--- src/rtl/caop_pkg.sv ---
// ----------------------------------------------------------------------------
// caop_pkg
// Shared types and constants for the charger / ACC power-off qualifier.
// ----------------------------------------------------------------------------
package caop_pkg;

  typedef enum logic [1:0] {
    OP_SAMPLE = 2'd0,
    OP_SECOND = 2'd1,
    OP_KEY    = 2'd2
  } op_t;

  typedef enum logic [1:0] {
    EV_NONE = 2'd0,
    EV_IN   = 2'd1,
    EV_OUT  = 2'd2
  } ev_t;

  typedef enum logic [1:0] {
    REG_ON_THRESHOLD  = 2'd0,
    REG_OFF_THRESHOLD = 2'd1,
    REG_ACC_LIMIT     = 2'd2,
    REG_OFF_DELAY     = 2'd3
  } reg_idx_t;

  localparam int CFG_DATA_W = 8;
  localparam int CFG_IDX_W  = 2;

  localparam logic [7:0] ON_THRESHOLD_RST  = 8'd15;
  localparam logic [7:0] OFF_THRESHOLD_RST = 8'd1;
  localparam logic [3:0] ACC_LIMIT_RST     = 4'd5;
  localparam logic [3:0] OFF_DELAY_RST     = 4'd10;

  localparam logic [7:0] CNT_MAX = 8'd255;

  typedef struct packed {
    logic [7:0] on_threshold;
    logic [7:0] off_threshold;
    logic [3:0] acc_limit;
    logic [3:0] off_delay_seconds;
  } cfg_t;

  typedef struct packed {
    logic [1:0] charger_event;
    logic       power_off_request;
    logic       charging;
  } result_t;

endpackage

--- src/rtl/caop_cfg_regs.sv ---
// ----------------------------------------------------------------------------
// caop_cfg_regs
// Configuration register file, written through a plain write port.
// ----------------------------------------------------------------------------
module caop_cfg_regs (
  input  logic                            clk,
  input  logic                            rst_n,
  input  logic                            cfg_we,
  input  logic [caop_pkg::CFG_IDX_W-1:0]  cfg_index,
  input  logic [caop_pkg::CFG_DATA_W-1:0] cfg_wdata,
  output caop_pkg::cfg_t                  cfg
);
  import caop_pkg::*;

  cfg_t cfg_r;

  always_ff @(posedge clk) begin
    if (!rst_n) begin
      cfg_r.on_threshold      <= ON_THRESHOLD_RST;
      cfg_r.off_threshold     <= OFF_THRESHOLD_RST;
      cfg_r.acc_limit         <= ACC_LIMIT_RST;
      cfg_r.off_delay_seconds <= OFF_DELAY_RST;
    end else if (cfg_we) begin
      case (cfg_index)
        REG_ON_THRESHOLD:  cfg_r.on_threshold      <= cfg_wdata;
        REG_OFF_THRESHOLD: cfg_r.off_threshold     <= cfg_wdata;
        REG_ACC_LIMIT:     cfg_r.acc_limit         <= cfg_wdata[3:0];
        REG_OFF_DELAY:     cfg_r.off_delay_seconds <= cfg_wdata[3:0];
        default: ;
      endcase
    end
  end

  assign cfg = cfg_r;

endmodule

--- src/rtl/caop_core.sv ---
// ----------------------------------------------------------------------------
// caop_core
// Qualifier state and its single-pass update for one item.
// ----------------------------------------------------------------------------
module caop_core (
  input  logic              clk,
  input  logic              rst_n,
  input  logic              step,
  input  logic [1:0]        op,
  input  logic              acc_line,
  input  logic              usb_charging,
  input  caop_pkg::cfg_t    cfg,
  output caop_pkg::result_t res
);
  import caop_pkg::*;

  logic [4:0] acc_count_r, acc_count_nxt;
  logic       acc_on_r, acc_on_nxt;
  logic       acc_prev_r, acc_prev_nxt;
  logic       charge_on_r, charge_on_nxt;
  logic       reported_on_r, reported_on_nxt;
  logic [7:0] plug_count_r, plug_count_nxt;
  logic [7:0] unplug_count_r, unplug_count_nxt;
  logic       armed_r, armed_nxt;
  logic [3:0] seconds_r, seconds_nxt;

  logic [4:0] acc_inc;
  logic [4:0] sec_inc;
  logic [7:0] plug_inc;
  logic [7:0] unplug_inc;

  always_comb begin
    acc_count_nxt    = acc_count_r;
    acc_on_nxt       = acc_on_r;
    acc_prev_nxt     = acc_prev_r;
    charge_on_nxt    = charge_on_r;
    reported_on_nxt  = reported_on_r;
    plug_count_nxt   = plug_count_r;
    unplug_count_nxt = unplug_count_r;
    armed_nxt        = armed_r;
    seconds_nxt      = seconds_r;
    res.charger_event     = EV_NONE;
    res.power_off_request = 1'b0;

    acc_inc    = acc_count_r + 5'd1;
    sec_inc    = {1'b0, seconds_r} + 5'd1;
    plug_inc   = (plug_count_r == CNT_MAX) ? plug_count_r : plug_count_r + 8'd1;
    unplug_inc = (unplug_count_r == CNT_MAX) ? unplug_count_r : unplug_count_r + 8'd1;

    case (op)
      OP_SAMPLE: begin
        // acc debounce, up/down counter clamped at the ceiling
        if (acc_line) begin
          if (acc_inc > {1'b0, cfg.acc_limit}) begin
            acc_on_nxt    = 1'b1;
            acc_count_nxt = {1'b0, cfg.acc_limit};
          end else begin
            acc_count_nxt = acc_inc;
          end
        end else if (acc_count_r != 5'd0) begin
          acc_count_nxt = acc_count_r - 5'd1;
        end else begin
          acc_on_nxt = 1'b0;
        end
        if (acc_prev_r && !acc_on_nxt) begin
          armed_nxt = 1'b1;
        end
        acc_prev_nxt = acc_on_nxt;

        // charger hysteresis
        if (usb_charging) begin
          if (!charge_on_r) begin
            plug_count_nxt = plug_inc;
            if (plug_inc > cfg.on_threshold) begin
              charge_on_nxt = 1'b1;
            end
          end else begin
            unplug_count_nxt = 8'd0;
          end
        end else begin
          if (charge_on_r) begin
            unplug_count_nxt = unplug_inc;
            if (unplug_inc > cfg.off_threshold) begin
              charge_on_nxt = 1'b0;
            end
          end else begin
            plug_count_nxt = 8'd0;
          end
        end

        if (charge_on_nxt != reported_on_r) begin
          reported_on_nxt = charge_on_nxt;
          armed_nxt       = !charge_on_nxt;
          res.charger_event = charge_on_nxt ? EV_IN : EV_OUT;
        end
      end
      OP_SECOND: begin
        if (armed_r) begin
          if (sec_inc >= {1'b0, cfg.off_delay_seconds}) begin
            seconds_nxt = 4'd0;
            armed_nxt   = 1'b0;
            res.power_off_request = 1'b1;
          end else begin
            seconds_nxt = sec_inc[3:0];
          end
        end else begin
          seconds_nxt = 4'd0;
        end
      end
      OP_KEY: begin
        armed_nxt = 1'b0;
      end
      default: ;
    endcase

    res.charging = charge_on_nxt;
  end

  always_ff @(posedge clk) begin
    if (!rst_n) begin
      acc_count_r    <= '0;
      acc_on_r       <= 1'b0;
      acc_prev_r     <= 1'b0;
      charge_on_r    <= 1'b0;
      reported_on_r  <= 1'b0;
      plug_count_r   <= '0;
      unplug_count_r <= '0;
      armed_r        <= 1'b0;
      seconds_r      <= '0;
    end else if (step) begin
      acc_count_r    <= acc_count_nxt;
      acc_on_r       <= acc_on_nxt;
      acc_prev_r     <= acc_prev_nxt;
      charge_on_r    <= charge_on_nxt;
      reported_on_r  <= reported_on_nxt;
      plug_count_r   <= plug_count_nxt;
      unplug_count_r <= unplug_count_nxt;
      armed_r        <= armed_nxt;
      seconds_r      <= seconds_nxt;
    end
  end

endmodule

--- src/rtl/charger_acc_power_off_qualifier.sv ---
// ----------------------------------------------------------------------------
// charger_acc_power_off_qualifier
// Debounced ACC and charger presence detect with a shutdown countdown.
// ----------------------------------------------------------------------------
// Every accepted item gives exactly one result. An item lands in an input
// register, is evaluated against the qualifier state and moves on into
// the result register, so one item per cycle is sustained while the
// output is not stalled; the result is offered at the output from the
// result register. While a result waits at the output the input
// register still takes one more item; the state update for that item
// happens when it moves on into the result register.
module charger_acc_power_off_qualifier (
  input  logic                            clk,
  input  logic                            rst_n,
  input  logic                            in_valid,
  output logic                            in_ready,
  input  logic [1:0]                      in_op,
  input  logic                            in_acc_line,
  input  logic                            in_usb_charging,
  output logic                            out_valid,
  input  logic                            out_ready,
  output logic [1:0]                      out_charger_event,
  output logic                            out_power_off_request,
  output logic                            out_charging,
  input  logic                            cfg_we,
  input  logic [caop_pkg::CFG_IDX_W-1:0]  cfg_index,
  input  logic [caop_pkg::CFG_DATA_W-1:0] cfg_wdata
);
  import caop_pkg::*;

  cfg_t    cfg;
  result_t res;
  result_t res_r;

  logic       in_valid_r;
  logic [1:0] op_r;
  logic       acc_line_r;
  logic       usb_r;
  logic       out_valid_r;
  logic       advance;

  assign advance  = in_valid_r && (!out_valid_r || out_ready);
  assign in_ready = !in_valid_r || advance;

  caop_cfg_regs u_cfg (
    .clk       (clk),
    .rst_n     (rst_n),
    .cfg_we    (cfg_we),
    .cfg_index (cfg_index),
    .cfg_wdata (cfg_wdata),
    .cfg       (cfg)
  );

  caop_core u_core (
    .clk          (clk),
    .rst_n        (rst_n),
    .step         (advance),
    .op           (op_r),
    .acc_line     (acc_line_r),
    .usb_charging (usb_r),
    .cfg          (cfg),
    .res          (res)
  );

  // input register
  always_ff @(posedge clk) begin
    if (!rst_n) begin
      in_valid_r <= 1'b0;
    end else if (in_ready) begin
      in_valid_r <= in_valid;
    end
  end

  always_ff @(posedge clk) begin
    if (in_valid && in_ready) begin
      op_r       <= in_op;
      acc_line_r <= in_acc_line;
      usb_r      <= in_usb_charging;
    end
  end

  // result register
  always_ff @(posedge clk) begin
    if (!rst_n) begin
      out_valid_r <= 1'b0;
    end else if (advance) begin
      out_valid_r <= 1'b1;
    end else if (out_ready) begin
      out_valid_r <= 1'b0;
    end
  end

  always_ff @(posedge clk) begin
    if (advance) begin
      res_r <= res;
    end
  end

  assign out_valid             = out_valid_r;
  assign out_charger_event     = res_r.charger_event;
  assign out_power_off_request = res_r.power_off_request;
  assign out_charging          = res_r.charging;

  // an empty input stage always takes a transfer
  a_empty_ready: assert property (@(posedge clk) disable iff (!rst_n)
    !in_valid_r |-> in_ready)
    else $error("input stage empty but not ready");

  // a buffered item never overwrites a result that was not taken
  a_no_overwrite: assert property (@(posedge clk) disable iff (!rst_n)
    (out_valid_r && !out_ready) |=> $stable(res_r))
    else $error("stalled result changed");

  // a plug event reports charging, an unplug event reports not charging
  a_event_state: assert property (@(posedge clk) disable iff (!rst_n)
    out_valid_r |-> ((res_r.charger_event != EV_IN) || res_r.charging) &&
                    ((res_r.charger_event != EV_OUT) || !res_r.charging))
    else $error("charger event disagrees with charging state");

  // power-off comes only from a second tick, never with a charger event
  a_poweroff_alone: assert property (@(posedge clk) disable iff (!rst_n)
    (out_valid_r && res_r.power_off_request) |-> (res_r.charger_event == EV_NONE))
    else $error("power-off request together with charger event");

endmodule
--- config.mk ---
export PLATFORM = sky130hd
export DESIGN_NAME = charger_acc_power_off_qualifier
export DESIGN_NICKNAME = d
export VERILOG_FILES = /design/src/rtl/caop_pkg.sv /design/src/rtl/caop_cfg_regs.sv /design/src/rtl/caop_core.sv /design/src/rtl/charger_acc_power_off_qualifier.sv
export SDC_FILE = /design/constraint.sdc
export NUM_CORES = 1
export LEC_CHECK = 0
export ABC_AREA = 1
export BUFFER_PORTS_ARGS = -buffer_cell sky130_fd_sc_hd__buf_2
export CORE_MARGIN = 2
export CORE_UTILIZATION = 50
export DETAILED_ROUTE_END_ITERATION = 7
export GPL_TIMING_DRIVEN = 0
export PLACE_DENSITY_LB_ADDON = 0.08
export SYNTH_ARGS = -nofsm -noshare
export SYNTH_HDL_FRONTEND = slang
export SYNTH_SLANG_ARGS = --single-unit
--- constraint.sdc ---
create_clock -name clk -period 5.3 [get_ports clk]
set_input_delay 0.53 -clock clk [delete_from_list [all_inputs] [get_ports clk]]
set_output_delay 0.53 -clock clk [all_outputs]
set_load 0.005 [all_outputs]
# --- After elaboration in Yosys (flattened, before gate mapping) ---
# Cells that the tools add are included.
totals:
  regBits: 63
  output_inout_bits: 6
classes:
  addsub: 5
  magnitude_cmp: 4
  eq_ne: 9
  n_mux: 33
  bitwise_logic: 1
  reduce_logical: 28
ops:
  columns: ["op", "count"]
  rows:
  - ["two-way mux 8 bit", 8]
  - ["two-way mux 1 bit", 18]
  - ["adder 8 x 1 -> 8 bit, second input constant", 2]
  - ["equality test 8 bit, second input constant", 2]
  - ["greater-than comparator 8 bit", 2]
  - ["AND reduction 2 bit", 8]
  - ["two-way mux 5 bit", 3]
  - ["AND reduction 3 bit", 5]
  - ["two-way mux 4 bit", 2]
  - ["equality test 2 bit, second input constant", 3]
  - ["adder 4 x 1 -> 5 bit, second input constant", 1]
  - ["adder 5 x 1 -> 5 bit, second input constant", 1]
  - [">= comparator 5 x 4 -> 1 bit", 1]
  - ["greater-than comparator 5 x 4 -> 1 bit", 1]
  - ["nonzero test 5 bit", 1]
  - ["subtractor 5 x 1 -> 5 bit, second input constant", 1]
  - ["equality test 2 x 1 -> 1 bit, second input constant", 2]
  - ["zero test 1 bit", 4]
  - ["zero test 2 bit", 2]
  - ["nonzero test 2 bit", 2]
  - ["logical AND 1 bit", 3]
  - ["inequality test 3 x 1 -> 1 bit, second input constant", 1]
  - ["case mux 1 bit (3 select lines)", 1]
  - ["nonzero test 3 bit", 1]
  - ["4 further kinds", 5]

# --- Logic depth before layout (Yosys ltp) ---
# Gate-level depths: netlist (run 1).
logic_depth:
  depth_word: 10
  ltp_mapped: 25
  ltp_nobuf: 25

# --- By module ---
# From an unflattened synthesis (run 1), not the netlist that was laid out.
unflattened:
  cells_unflattened: 558
  hier_area_um2: 3920.0
by_module_without_submodules:
  columns: ["module", "n_inst", "cells_per_inst", "area_each_um2", "seq_area_each_um2"]
  rows:
  - ["caop_core", 1, 397, 2597.5, 580.6]
  - ["caop_cfg_regs", 1, 140, 987.2, 480.5]
  - ["charger_acc_power_off_qualifier", 1, 21, 335.3, 280.3]

# --- Least setup slack after synthesis (run 1) ---
# OpenSTA, ideal clock, no wires.
synth_timing:
  path_type: "flip-flop to flip-flop"
  start: "register u_core.plug_count_r[0]"
  end: "register u_core.reported_on_r"
  setup_time_ps: 109
  arrival_time_ps: 2716
  required_ps: 5191
  path_slack_ps: 2476
  stages_incl_launch_ff: 21
  path_buffers: 0
  synth_period_minus_slack_ps: 2824
  path_cell_list: "dfxtp_1 ha_1 nand2_1 nor3_4 nand3_4 nand3_1 o21a_2 ha_1 a21oi_1 nor2_1 a211oi_1 o21ai_0 nand2_1 nand2_1 ha_1 inv_1 nand2_1 nor2_1 nand3_1 nand2_1 inv_1"
synth_between:
  elab_chain_cells: 9
synth_lines:
  columns: ["element", "line", "source"]
  rows:
  - ["start, declared", "caop_core.sv:22", "logic [7:0] plug_count_r, plug_count_nxt;"]
  - ["start signal, assigned", "caop_core.sv:136", "plug_count_r <= plug_count_nxt;"]
  - ["adder 8 x 1 -> 8 bit / equality test 8 bit (equally long branches)", "caop_core.sv:47", "plug_inc = (plug_count_r == CNT_MAX) ? plug_count_r : plug_count_r + 8'd1;"]
  - ["two-way mux 8 bit *", "caop_core.sv:47", null]
  - ["greater-than comparator 8 bit *", "caop_core.sv:74", "if (plug_inc > cfg.on_threshold) begin"]
  - ["two-way mux 1 bit *", "caop_core.sv:74", null]
  - ["two-way mux 1 bit *", "caop_core.sv:72", "if (!charge_on_r) begin"]
  - ["two-way mux 1 bit *", "caop_core.sv:71", "if (usb_charging) begin"]
  - ["two-way mux 1 bit *", "caop_core.sv:50", "case (op)"]
  - ["inequality test 1 bit", "caop_core.sv:91", "if (charge_on_nxt != reported_on_r) begin"]
  - ["AND reduction 3 bit (no line)", null, null]
  - ["end signal, assigned", "caop_core.sv:135", "reported_on_r <= reported_on_nxt;"]
  - ["end, declared", "caop_core.sv:21", "logic reported_on_r, reported_on_nxt;"]
# Mark *: on every way between the ends. The rest lies on a longest branch, timed or not. The select of a mux whose other input is x is not followed.
# A chain may end at the register's enable or synchronous reset.

# --- Final worst setup path (run 1) ---
layout_timing:
  start: "register u_core.unplug_count_r[0]"
  end: "register u_core.reported_on_r"
layout_between:
  elab_chain_cells: 9
layout_lines:
  columns: ["element", "line", "source"]
  rows:
  - ["start, declared", "caop_core.sv:23", "logic [7:0] unplug_count_r, unplug_count_nxt;"]
  - ["start signal, assigned", "caop_core.sv:137", "unplug_count_r <= unplug_count_nxt;"]
  - ["adder 8 x 1 -> 8 bit / equality test 8 bit (equally long branches)", "caop_core.sv:48", "unplug_inc = (unplug_count_r == CNT_MAX) ? unplug_count_r : unplug_count_r + 8'd1;"]
  - ["two-way mux 8 bit *", "caop_core.sv:48", null]
  - ["greater-than comparator 8 bit *", "caop_core.sv:83", "if (unplug_inc > cfg.off_threshold) begin"]
  - ["two-way mux 1 bit *", "caop_core.sv:83", null]
  - ["two-way mux 1 bit *", "caop_core.sv:81", "if (charge_on_r) begin"]
  - ["two-way mux 1 bit *", "caop_core.sv:71", null]
  - ["two-way mux 1 bit *", "caop_core.sv:50", null]
  - ["inequality test 1 bit", "caop_core.sv:91", null]
  - ["AND reduction 3 bit (no line)", null, null]
# Marked as above.

==> summary.md, run 1 <==
| Metric | Value |
|---|---|
| Status | completed |
| Routed WL per cell | approximately 12 um |
| Crit end category | flip-flop |
| Syn Area/Cell | 7.56 sq um |
| Setup TNS | 0 ns |
| Final WL | 7.70 mm |
| Area grow syn2layout | 11.5% |
| # IOs | 25 |
| Avg Vias per Cell | 5.07 |
| Design area | about 4000 sq um |
| Yosys reg bits | 63 |
| Share of cells above drive strength 1 | a little over an eighth |
| Die boundary height | 89.5 um |
| Hold WS | between 0.3 and 0.4 ns |
| CP Launch Point | u_core.unplug_count_r[0] |
| Area of the multi-input gates | ~2000 sq um |
| Final Util | 56.8% |
| RSZ-0062 raised after global routing | false |
| Sinks on Clock Net | 63 |
| Starting Density | between 50 and 60% |
| R2R Path Start | u_core.unplug_count_r[0] |
| Post-CTS sizing | 0 |
| Crit path cell chain | ha_1 > nand2_1 > nor3_2 > nand2_1 > clkinv_1 > nand2_1 > a21oi_1 > inv_2 > ha_1 > a21oi_1 > o21ai_0 > nand2_1 > nand3_1 > nand2_1 > nand2_1 > nand2_1 > ha_1 > inv_1 > nand2_1 > nor2_1 > nor2_1 > nor2_1 > nand2_1 > inv_1 |
| Rel. slew slack | between 50% and 60% |
| Final worst slack | a little over 2 ns |
| Die width | about 89 um |
| Cell taking the most area after synthesis | dfxtp_1 |
| Post-synthesis cell area | roughly 3700 sq um |
| Global placement routability congestion | 0.822 |
| CP most frequent cell | nand2_1 |
| Crit path kind | flip-flop to flip-flop |
| Worst path buffer plus inverter count | 4 |
| Max Fanout on Critical Path | 4 |
| Synthesis Warnings | 0 |
| Cell family with the largest share of critical-path delay | simple AND/OR/NAND/NOR gates |
| Slew @ Worst Pin | between 0.6 and 0.7 ns |
| R2r worst-path depth | 24 |
| Crit path DAT | between 3 and 4 ns |
| Post-synthesis cell type count | 38 |
| FF+latch area | approximately 1300 sq um |
| Max stage delay on crit path | 0.39 ns |
| CTS tree | yes |
| R2r setup slk | roughly 2 ns |
| Post-synthesis sequential area ratio | between 30 and 40% |
| Hold Path Class | input port to flip-flop |
| Fill cells | 694 |
| Max VDD drop | 189 uV |
| Final hold viol count | 0 |
| Drt drc | 0 |
| Setup skew after layout | between 0.006 and 0.007 ns |
| CTS H-tree depth | 3 |
| First-pass GRT wire length | roughly 13 mm |
| PwrDens | roughly 240 nW/um^2 |
| Rows | 31 |
| Min Tclk post-route | 3.24 ns |
| Vias in the first global route | about 2.8k |
| Router iterations before antenna repair | 4 |
| Syn Inst Count | between 400 and 500 |
| Antenna Diode Count | 0 |
| Placed inst area | between 3000 and 4000 sq um |
| GRT overflow | 0 |
| Max Clk Rate | a little over 0.3 GHz |
| Largest net degree at the start of global routing | 12 |
| Leakage dissipation | about 1.9 nW |
| Synth area leaders | dfxtp_1, ha_1, nand2_1, inv_1, a21oi_1 |
| Dpl hpwl | 5.85 mm |
| CTS Buf Count | 9 |
| Slowest CP cell | dfxtp_1 |
| Crit path capture | u_core.reported_on_r |
| # nets final | between 500 and 600 |
| Die area | ~8000 sq um |
| Crit. path cell count | 24 |
| Routed via count | about 3.1k |
| Final worst-path cycle share | approximately three fifths |
| CTS root buf | clkbuf_8 |
| Max-slew violations | 0 |
| Worst-Skew Late Latency | roughly 0.34 ns |
| WP data required | between 5 and 6 ns |
| Maxcap violations | 0 |
| Pre-CTS setup slack | ~2.1 ns |
| R2r endpoint | u_core.reported_on_r |
| Total global-route track usage | between 20% and 30% |
| Iter 0 DRT Violations | 94 |
| Postcts setup bufs | 0 |
| Clk buf depth | 2 |
| Startpoint Class | flip-flop |
| Detail Route Antenna Nets | 0 |
| Hold Buf Count CTS | 0 |
| Core Region | 7180 sq um |
| Initial antenna violation count | 0 |
| Clock slew at reported path FFs | approximately 0.08 ns |
| Synth top area share | 30.1% |
| Final setup fails | 0 |
| Number of port buffers | 23 |
| Syn_nets | about 540 |
==> worst min-delay path by stage <==
stage	from	end	slack [ns]	cells past startpoint
3_5_place_dp	u_cfg.cfg[13]	u_cfg.cfg[13]	0.45	2
5_1_grt	in_op[0]	op_r[0]	0.35	1
2_1_floorplan	u_cfg.cfg[12]	u_cfg.cfg[12]	0.44	2
3_3_place_gp	u_cfg.cfg[15]	u_cfg.cfg[15]	0.45	2
6_report	in_op[1]	op_r[1]	0.36	1
4_1_cts	in_op[1]	op_r[1]	0.35	1
==> metal layers <==
metal  up-vias  global-route usage, %  part of all wire (%)
li1       1650                      -                     -
met1      1437                   27.0                    51
met2        55                   33.7                    45
met3         5                   4.43                   3.2
met4         0                   6.11                  0.96
met5         -                      0                     0
==> cells in the mapped netlist (all sizes together) <==
cell type	instances
a31oi	2
a21oi	55
o21a	2
buf	2
nand2	106
dfxtp	55
nand3	25
nor2	27
and3	1
ha	34
o211ai	7
clkbuf	6
xor2	14
clkinv	1
nor3	7
o21ai	33
edfxtp	8
nor4	1
or2	2
inv	80
a211oi	1
nand4	11
xnor2	3
==> metrics by stage <==
step	total power [W]	instances
global route	0.00104	621
finish	0.000997	621
global placement	0.000612	605
CTS	0.00100	621
detailed placement	0.000615	605
floorplan	0.000583	483
==> cells by family (layout without fill, tap and decap cells) <==
logic type | Yosys count | in the layout | synth area share [%]
and+or+nand+nor | 180 | 180 | 23.1
AOI/OAI and AO/OA | 100 | 100 | 14.9
buffers and inverters | 89 | 128 | 9.55
DFF | 63 | 63 | 36.7
adders and majority gates | 34 | 34 | 11.6
xor gates and xnor gates | 17 | 17 | 4.08
==> placed cells by master (no fill, tap or decap), types with 3 or more instances in the layout <==
master,n
nor2_1,24
buf_2,24
o211ai_1,7
xor2_1,14
edfxtp_1,8
nor3_2,4
nand4_1,11
xnor2_1,3
a21oi_1,52
ha_1,34
nand2_1,100
clkbuf_1,5
a21oi_2,3
nand2_2,4
clkbuf_8,12
inv_2,5
o21ai_0,30
dfxtp_1,55
nand3_1,23
inv_1,75
==> final cells by class <==
class / instances / share of cell area, %
plain buffers: 8 / 1.11
clock buffers: 11 / 3.72
clock inverters: 5 / 0.737
inverters: 81 / 7.46
multi-input cells: 331 / 48.2
flip-flops and latches: 63 / 32.9
well taps: 99 / 3.04
repair buffers: 23 / 2.83
==> flip-flops by register name, indices dropped and copies added, names as in the netlist, 2 cells and up <==
name                   flops
out_charger_event          2
u_core.acc_count_r         5
op_r                       2
u_core.plug_count_r        8
u_core.seconds_r           4
u_cfg.cfg                 24
u_core.unplug_count_r      8
==> worst register-to-register path, stage by stage (launching register included) <==
cell	delay [ns]
dfxtp_1	0.39
ha_1	0.21
nand2_1	0.09
nor3_2	0.21
nand2_1	0.08
clkinv_1	0.06
nand2_1	0.06
a21oi_1	0.18
inv_2	0.05
ha_1	0.29
a21oi_1	0.06
o21ai_0	0.20
nand2_1	0.08
nand3_1	0.07
nand2_1	0.09
nand2_1	0.12
nand2_1	0.11
ha_1	0.32
inv_1	0.06
nand2_1	0.06
nor2_1	0.15
nor2_1	0.06
nor2_1	0.09
nand2_1	0.06
inv_1	0.04
==> where the power goes <==
group / internal [W] / switching, W / total [W] / leakage [nW]
clock network: 0.000194 / 0.000199 / 0.000393 / 0.0960
logic: 0.0000344 / 0.0000620 / 0.0000964 / 1.25
registers: 0.000499 / 0.00000829 / 0.000507 / 0.526
Note: power is estimated with default switching activity, not from simulation.
==> run 2, diff against run 1 <==
--- a/config.mk
+++ b/config.mk
@@ -5,7 +5,7 @@
 export SDC_FILE = /design/constraint.sdc
 export NUM_CORES = 1
 export LEC_CHECK = 0
-export ABC_AREA = 1
+export ABC_AREA = 0
 export BUFFER_PORTS_ARGS = -buffer_cell sky130_fd_sc_hd__buf_2
 export CORE_MARGIN = 2
 export CORE_UTILIZATION = 50
==> constraint.sdc (replaced) <==
create_clock -name clk -period 3.2 [get_ports clk]
set_input_delay 0.32 -clock clk [delete_from_list [all_inputs] [get_ports clk]]
set_output_delay 0.32 -clock clk [all_outputs]
set_load 0.005 [all_outputs]
==> summary.md, run 2 <==
| Metric | Value |
|---|---|
| Area of the multi-input gates | 2380 sq um (+21%) |
| Hold Path Class | input port to flip-flop |
| Max Fanout on Critical Path | 5 (+1) |
| CP Launch Point | u_core.unplug_count_r[1] |
| Die area | 8210 sq um (+2.5%) |
| Syn Inst Count | 444 (-8.1%) |
| Final worst slack | -0.155 ns (-2.21 ns) |
| Vias in the first global route | 3317 (+17%) |
| Yosys reg bits | 63 (unchanged) |
| Synth area leaders | dfxtp_1, ha_1, a21oi_1, edfxtp_1, nand2_1 |
| Initial antenna violation count | 0 (unchanged) |
| Rel. slew slack | 56.0% (-3.9 points) |
| Crit end category | flip-flop |
| Met1 Use GR | 28.3% (+1.4 points) |
| Crit path cell chain | ha_4 > and4_1 > buf_6 > nand4_4 > mux2_4 > ha_4 > nor2b_4 > o211ai_1 > a2111oi_2 > a311o_2 > nand2_2 > ha_4 > nand2_4 > a31oi_4 > nor4_4 > o21a_1 > a21oi_2 |
| Busiest grt layer | met2 |
| Slew @ Worst Pin | 0.660 ns (+0.0586 ns) |
| Setup TNS | -0.322 ns (-0.322 ns) |
| Dpl hpwl | 6.37 mm (+8.9%) |
| PwrDens | 355 nW/um^2 (+45%) |
| Worst path buffer plus inverter count | 1 (-3) |
| Startpoint Class | flip-flop |
| Leakage dissipation | 1.87 nW (-0.34%) |
| HP Start | in_op[0] |
| Number of port buffers | 24 (+4.3%) |
| Crit path DAT | 3.59 ns (+0.05 ns) |
| Global placement routability congestion | 0.837 (+1.8%) |
| CP most frequent cell | ha_4 |
| Crit path kind | flip-flop to flip-flop |
| Rows | 31 (unchanged) |
| Max FFs per register | 24 (unchanged) |
| Met3 Usage GRT | 3.84% (-0.59 points) |
| FF+latch area | 1360 sq um (+1.6%) |
| Syn Area/Cell | 8.44 sq um (+12%) |
| Commonest non-fill, non-tap cell in the layout | a21oi_1 |
| Antenna Diode Count | 0 (unchanged) |
| Commonest cells after routing, fill and taps aside | a21oi_1, dfxtp_1, nand2_1 |
| Synth top area share | 29.4% (-0.76 points) |
| Avg Vias per Cell | 5.72 (+13%) |
| Clock slew at reported path FFs | 0.07 ns (about the same) |
| Core Region | 7250 sq um (+1.1%) |
| First-pass GRT wire length | 15.6 mm (+24%) |
| CTS root buf | clkbuf_8 |
| Iter 0 DRT Violations | 127 (+35%) |
| Final WL | 9.41 mm (+22%) |
| Final hold viol count | 0 (unchanged) |
| Router iterations before antenna repair | 4 (unchanged) |
| Starting Density | 51.7% (+0.77 points) |
| Die boundary height | 90.6 um (+1.2%) |
| # IOs | 25 (unchanged) |
| Worst-Skew Late Latency | 0.35 ns (about the same) |
| Post-synth EDFFs | 8 (unchanged) |
| Sinks on Clock Net | 63 (unchanged) |
| Cell family with the largest share of critical-path delay | compound AO/OA/AOI/OAI gates |
| Max Clk Rate | 0.298 GHz (-3.3%) |
| Pre-CTS setup slack | -0.719 ns (-2.83 ns) |
| Total global-route track usage | 23.9% (+3.4 points) |
| Synth top cells by count | dfxtp_1, a21oi_1, nand2_1 |
| Final worst-path cycle share | 105% (+44 points) |
| Routed WL per cell | 15.7 um (+26%) |
| Final setup fails | 3 (+3) |
| Post-synthesis cell area | 3750 sq um (+2.6%) |
| Max VDD drop | 244 uV (+29%) |
| Detail Route Antenna Nets | 0 (unchanged) |
| Clk buf depth | 2 (unchanged) |
| Most frequent cell after synthesis | dfxtp_1 |
| Failing checks | negative setup slack |
| WP data required | 3.44 ns (-2.15 ns) |
| Status | finished with violations |
| Min Tclk post-route | 3.35 ns (+0.110 ns) |
| Max-slew violations | 0 (unchanged) |
| R2R Path Start | u_core.unplug_count_r[1] |
| Largest net degree at the start of global routing | 12 (unchanged) |
| Fill cells | 645 (-7.1%) |
| GRT overflow | 0 (unchanged) |
| # nets final | 549 (-3.7%) |
| Syn_nets | 497 (-7.3%) |
| Max stage delay on crit path | 0.37 ns (-0.02 ns) |
| Die width | 90.6 um (+1.2%) |
| Routed via count | 3431 (+9.0%) |
| Post-synthesis sequential area ratio | 35.8% (-0.93 points) |
| Async SR Flop Fraction | 0% (unchanged) |
| Post-synthesis cell type count | 64 (+68%) |
| Area grow syn2layout | 21.2% |
| Cell taking the most area after synthesis | dfxtp_1 |
| RSZ-0062 raised after global routing | true |
| Setup skew after layout | 0.00756 ns (+0.000765 ns) |
| Share of cells above drive strength 1 | 22.0% (+8.9 points) |
| Hold Buf Count CTS | 0 (unchanged) |
| Drt drc | 0 (unchanged) |
| CTS Buf Count | 9 (unchanged) |
| Synthesis Warnings | 0 (unchanged) |
| Ys flop type | dfxtp_1 |
| Slowest CP cell | a311o_2 |
| GR Util met2 | 41.5% (+7.8 points) |
| CTS tree | yes |
| CTS H-tree depth | 3 (unchanged) |
| Maxcap violations | 0 (unchanged) |
==> run 2: path summary, 6_finish.rpt <==
kind                         end  slack (ns)  cells after the start
setup / recovery  u_core.armed_r       -0.15                     17
setup reg to reg  u_core.armed_r       -0.15                     17
hold / removal           op_r[0]        0.14                      1
hold reg to reg    u_cfg.cfg[14]        0.45                      2
==> run 2: what timing repair did <==
action | CTS | global route
resized for setup | 27 | 16
setup buffers | 18 | 1
pin swaps | 12 | 14
endpoints found under the setup margin | 4 | 4
==> run 2: worst reg2reg max path: cells and delay by family (launching register included) <==
| family | cells | cell delay [ns] |
|---|---|---|
| AOI/OAI and AO/OA | 6 | 0.97 |
| and+or+nand+nor | 6 | 0.88 |
| adders and majority gates | 3 | 0.58 |
| DFF | 1 | 0.36 |
| muxes | 1 | 0.35 |
| buffers and inverters | 1 | 0.11 |
==> run 2: cell families (layout without fill, tap and decap cells) <==
group	after synthesis	count (layout)	synth area share, %
AOI/OAI and AO/OA	118	118	19.7
xor gates and xnor gates	9	9	2.30
adders and majority gates	34	34	11.3
buffers and inverters	52	109	5.74
DFF	63	63	35.8
muxes	12	12	3.34
and+or+nand+nor	156	156	21.8
==> run 2: area by class of cell <==
class | count | share of cell area, %
Clock buffer | 11 | 3.11
Sequential cell | 63 | 30.0
Buffer | 18 | 2.53
Timing Repair Buffer | 42 | 5.95
Multi-Input combinational cell | 329 | 52.4
Clock inverter | 5 | 0.551
Tap cell | 99 | 2.73
Inverter | 33 | 2.73
==> run 2: per-layer routing <==
metal | part of all wire (%) | wire, um
met5 | 0 | 0
met4 | 2.1 | 202
met3 | 3.9 | 371
met2 | 50 | 4670
met1 | 44 | 4170
==> run 2: power by group <==
group / leakage (nW) / internal [W] / switching (W) / total, W
clock: 0.0926 / 0.000296 / 0.000317 / 0.000613
combinational: 1.25 / 0.0000654 / 0.000104 / 0.000169
sequential: 0.528 / 0.000817 / 0.0000139 / 0.000831
total: 1.87 / 0.00118 / 0.000435 / 0.00161
==> run 2: metrics by stage <==
step / utilization (%) / cells / instance area, sq um / hold WS, ns / power [W]
finish: 62.6 / 600 / 4540 / 0.141 / 0.00161
global route: 62.6 / 600 / 4540 / 0.131 / 0.00169
global placement: 56.2 / 567 / 4070 / 0.447 / 0.000999
CTS: 61.8 / 601 / 4480 / 0.130 / 0.00162
floorplan: - / 444 / 3830 / 0.419 / 0.000947
detailed placement: 56.2 / 567 / 4070 / 0.449 / 0.00100
==> run 3, diff against run 2 <==
--- a/config.mk
+++ b/config.mk
@@ -7,7 +7,6 @@
 export LEC_CHECK = 0
 export ABC_AREA = 0
 export BUFFER_PORTS_ARGS = -buffer_cell sky130_fd_sc_hd__buf_2
-export CORE_MARGIN = 2
 export CORE_UTILIZATION = 50
 export DETAILED_ROUTE_END_ITERATION = 7
 export GPL_TIMING_DRIVEN = 0
==> summary.md, run 3 (same netlist as run 2, synthesis figures left out) <==
| Metric | Value |
|---|---|
| Status | finished with violations |
| Failing checks | negative setup slack |
| R2r setup slk | -0.12 ns (+0.04 ns) |
| Die boundary height | 88.6 um (-2.2%) |
| CTS Buf Count | 9 (unchanged) |
| Die area | 7850 sq um (-4.4%) |
| Hold EP | usb_r |
| RSZ-0062 raised after global routing | true |
| Final WL | 9.40 mm (-0.13%) |
| Detail Route Antenna Nets | 0 (unchanged) |
| Crit path kind | flip-flop to flip-flop |
| HP Start | in_usb_charging |
| Max Clk Rate | 0.301 GHz (+1.1%) |
| Logic pwr share | 10.5% (about the same) |
| First-pass GRT wire length | 15.2 mm (-2.9%) |
| Maxcap violations | 0 (unchanged) |
| Router iterations before antenna repair | 4 (unchanged) |
| Number of port buffers | 24 (unchanged) |
| Setup skew after layout | 0.00554 ns (-0.00203 ns) |
| Commonest non-fill, non-tap cell in the layout | a21oi_1 |
| Rel. slew slack | 56.1% (+0.081 points) |
| Vias in the first global route | 3294 (-0.69%) |
| Antenna Diode Count | 0 (unchanged) |
| Final worst slack | -0.118 ns (+0.0371 ns) |
| Max-slew violations | 0 (unchanged) |
| R2R Path Start | u_core.unplug_count_r[2] |
| Sinks on Clock Net | 63 (unchanged) |
| R2r worst-path depth | 15 (-2) |
| Final Total Pwr | 0.00165 W (+2.2%) |
| Total global-route track usage | 25.9% (+2.0 points) |
| Avg Vias per Cell | 5.76 (+0.73%) |
| Routed WL per cell | 15.7 um (-0.13%) |
| Pint | 0.00121 W (+2.5%) |
| Area grow syn2layout | 22.0% |
| Share of cells above drive strength 1 | 22.4% (+0.40 points) |
| CTS root buf | clkbuf_8 |
| Fill cells | 643 (-0.31%) |
| Startpoint Class | flip-flop |
| Max VDD drop | 210 uV (-14%) |
| Core Region | 7250 sq um (unchanged) |
| Worst-Skew Late Latency | 0.35 ns (about the same) |
| Max Fanout on Critical Path | 10 (+5) |
| Initial antenna violation count | 0 (unchanged) |
| Largest net degree at the start of global routing | 11 (-1) |
| Clk buf depth | 2 (unchanged) |
| Final setup fails | 3 (unchanged) |
| Rows | 31 (unchanged) |
| Sequential share of power | 50.4% (-1.1 points) |
| Clock power frac | 39.1% (+1.1 points) |
| Pre-CTS setup slack | -0.731 ns (-0.0129 ns) |
| Routed via count | 3456 (+0.73%) |
| Crit path DAT | 3.42 ns (-0.17 ns) |
| Clock slew at reported path FFs | 0.07 ns (about the same) |
| Die width | 88.6 um (-2.2%) |
| GRT overflow | 0 (unchanged) |
| WP data required | 3.31 ns (-0.13 ns) |
| Final hold viol count | 0 (unchanged) |
| Crit end category | flip-flop |
| CTS tree | yes |
| Switching power total | 0.000441 W (+1.4%) |
| Switch share | 26.8% (-0.20 points) |
| Commonest cells after routing, fill and taps aside | a21oi_1, dfxtp_1, nand2_1 |
| Area of the multi-input gates | 2410 sq um (+1.1%) |
| Dpl hpwl | 6.43 mm (+1.0%) |
| # nets final | 549 (unchanged) |
| R2r endpoint | out_charger_event[1] |
| Leakage dissipation | 1.88 nW (+0.40%) |
| Iter 0 DRT Violations | 126 (-0.79%) |
| Setup TNS | -0.245 ns (+0.0764 ns) |
| Drt drc | 0 (unchanged) |
| Slew @ Worst Pin | 0.659 ns (-0.00121 ns) |
| PwrDens | 361 nW/um^2 (+1.5%) |
| Final worst-path cycle share | 104% (-1.2 points) |
| Starting Density | 51.7% (unchanged) |
| Cells on Worst Hold Path | 1 (unchanged) |
| FF+latch area | 1360 sq um (about the same) |
| Global placement routability congestion | 0.845 (+1.1%) |
| Max FFs per register | 24 (unchanged) |
| CTS H-tree depth | 3 (unchanged) |
| Min Tclk post-route | 3.32 ns (-0.0371 ns) |
| Hold Path Class | input port to flip-flop |
| # IOs | 25 (unchanged) |
==> run 3: repair_timing <==
item | 4_1_cts | 5_1_grt
gates resized for setup | 24 | 19
setup endpoints to repair | 4 | 4
setup buffers | 16 | 2
pin swaps | 13 | 16
hold buffers | 0 | 0
==> run 3: area by class of cell <==
cell class              instances  share of cell area [%]
plain buffers                  18                    2.44
flip-flops and latches         63                    29.8
repair buffers                 42                    5.83
inverters                      33                    2.71
well taps                      99                    2.71
clock buffers                  13                    3.48
clock inverters                 3                   0.383
multi-input cells             329                    52.6
==> run 3: power groups by stage <==
| stage | Clock (W) | Sequential [W] | Combinational [W] |
|---|---|---|---|
| 2_1_floorplan | 0 | 0.000848 | 0.0000990 |
| 3_3_place_gp | 0 | 0.000851 | 0.000148 |
| 3_5_place_dp | 0 | 0.000851 | 0.000151 |
| 4_1_cts | 0.000653 | 0.000831 | 0.000159 |
| 5_1_grt | 0.000693 | 0.000834 | 0.000192 |
| 6_report | 0.000644 | 0.000831 | 0.000173 |
==> run 3: worst max-delay path, stage by stage (launching register included) <==
cell and delay (ns):
dfxtp_1 0.31, buf_4 0.16, and4_1 0.22, buf_6 0.11, nand4_4 0.14, mux2_4 0.35, ha_4 0.27, nor2b_4 0.12
o211ai_1 0.12, a2111oi_4 0.32, a311o_2 0.19, nand2_2 0.07, ha_4 0.28, buf_4 0.12, nand2b_4 0.12, and3b_1 0.17
==> run 3: worst max path at each step <==
stage | startpoint | endpoint | slack (ns) | depth (start not counted)
6_report | u_core.unplug_count_r[2] | out_charger_event[1] | -0.12 | 15
5_1_grt | u_core.plug_count_r[3] | out_charger_event[1] | -0.24 | 15
4_1_cts | u_core.plug_count_r[1] | u_core.armed_r | -0.29 | 16
3_5_place_dp | u_core.plug_count_r[0] | u_core.armed_r | -0.73 | 17
3_3_place_gp | u_core.plug_count_r[0] | u_core.armed_r | -0.72 | 17
2_1_floorplan | u_core.unplug_count_r[0] | u_core.armed_r | -0.11 | 17
==> run 3: routing by layer <==
| layer | vias to the layer above | global-route usage, % | wire length, um |
|---|---|---|---|
| met1 | 1641 | 29.7 | 4040 |
| li1 | 1714 | - | - |
| met5 | - | 0 | 0 |
| met4 | 0 | 13.8 | 321 |
| met3 | 26 | 5.78 | 345 |
| met2 | 75 | 44.8 | 4690 |
==> run 3: through the flow <==
stage	hold WS, ns	area (sq um)	std cells	util (%)
after detailed placement	0.449	4070	567	56.2
after global placement	0.447	4070	567	56.2
after global routing	0.133	4570	600	63.0
final	0.147	4570	600	63.0
after floorplan	0.419	3830	444	-
after CTS	0.137	4460	598	61.5
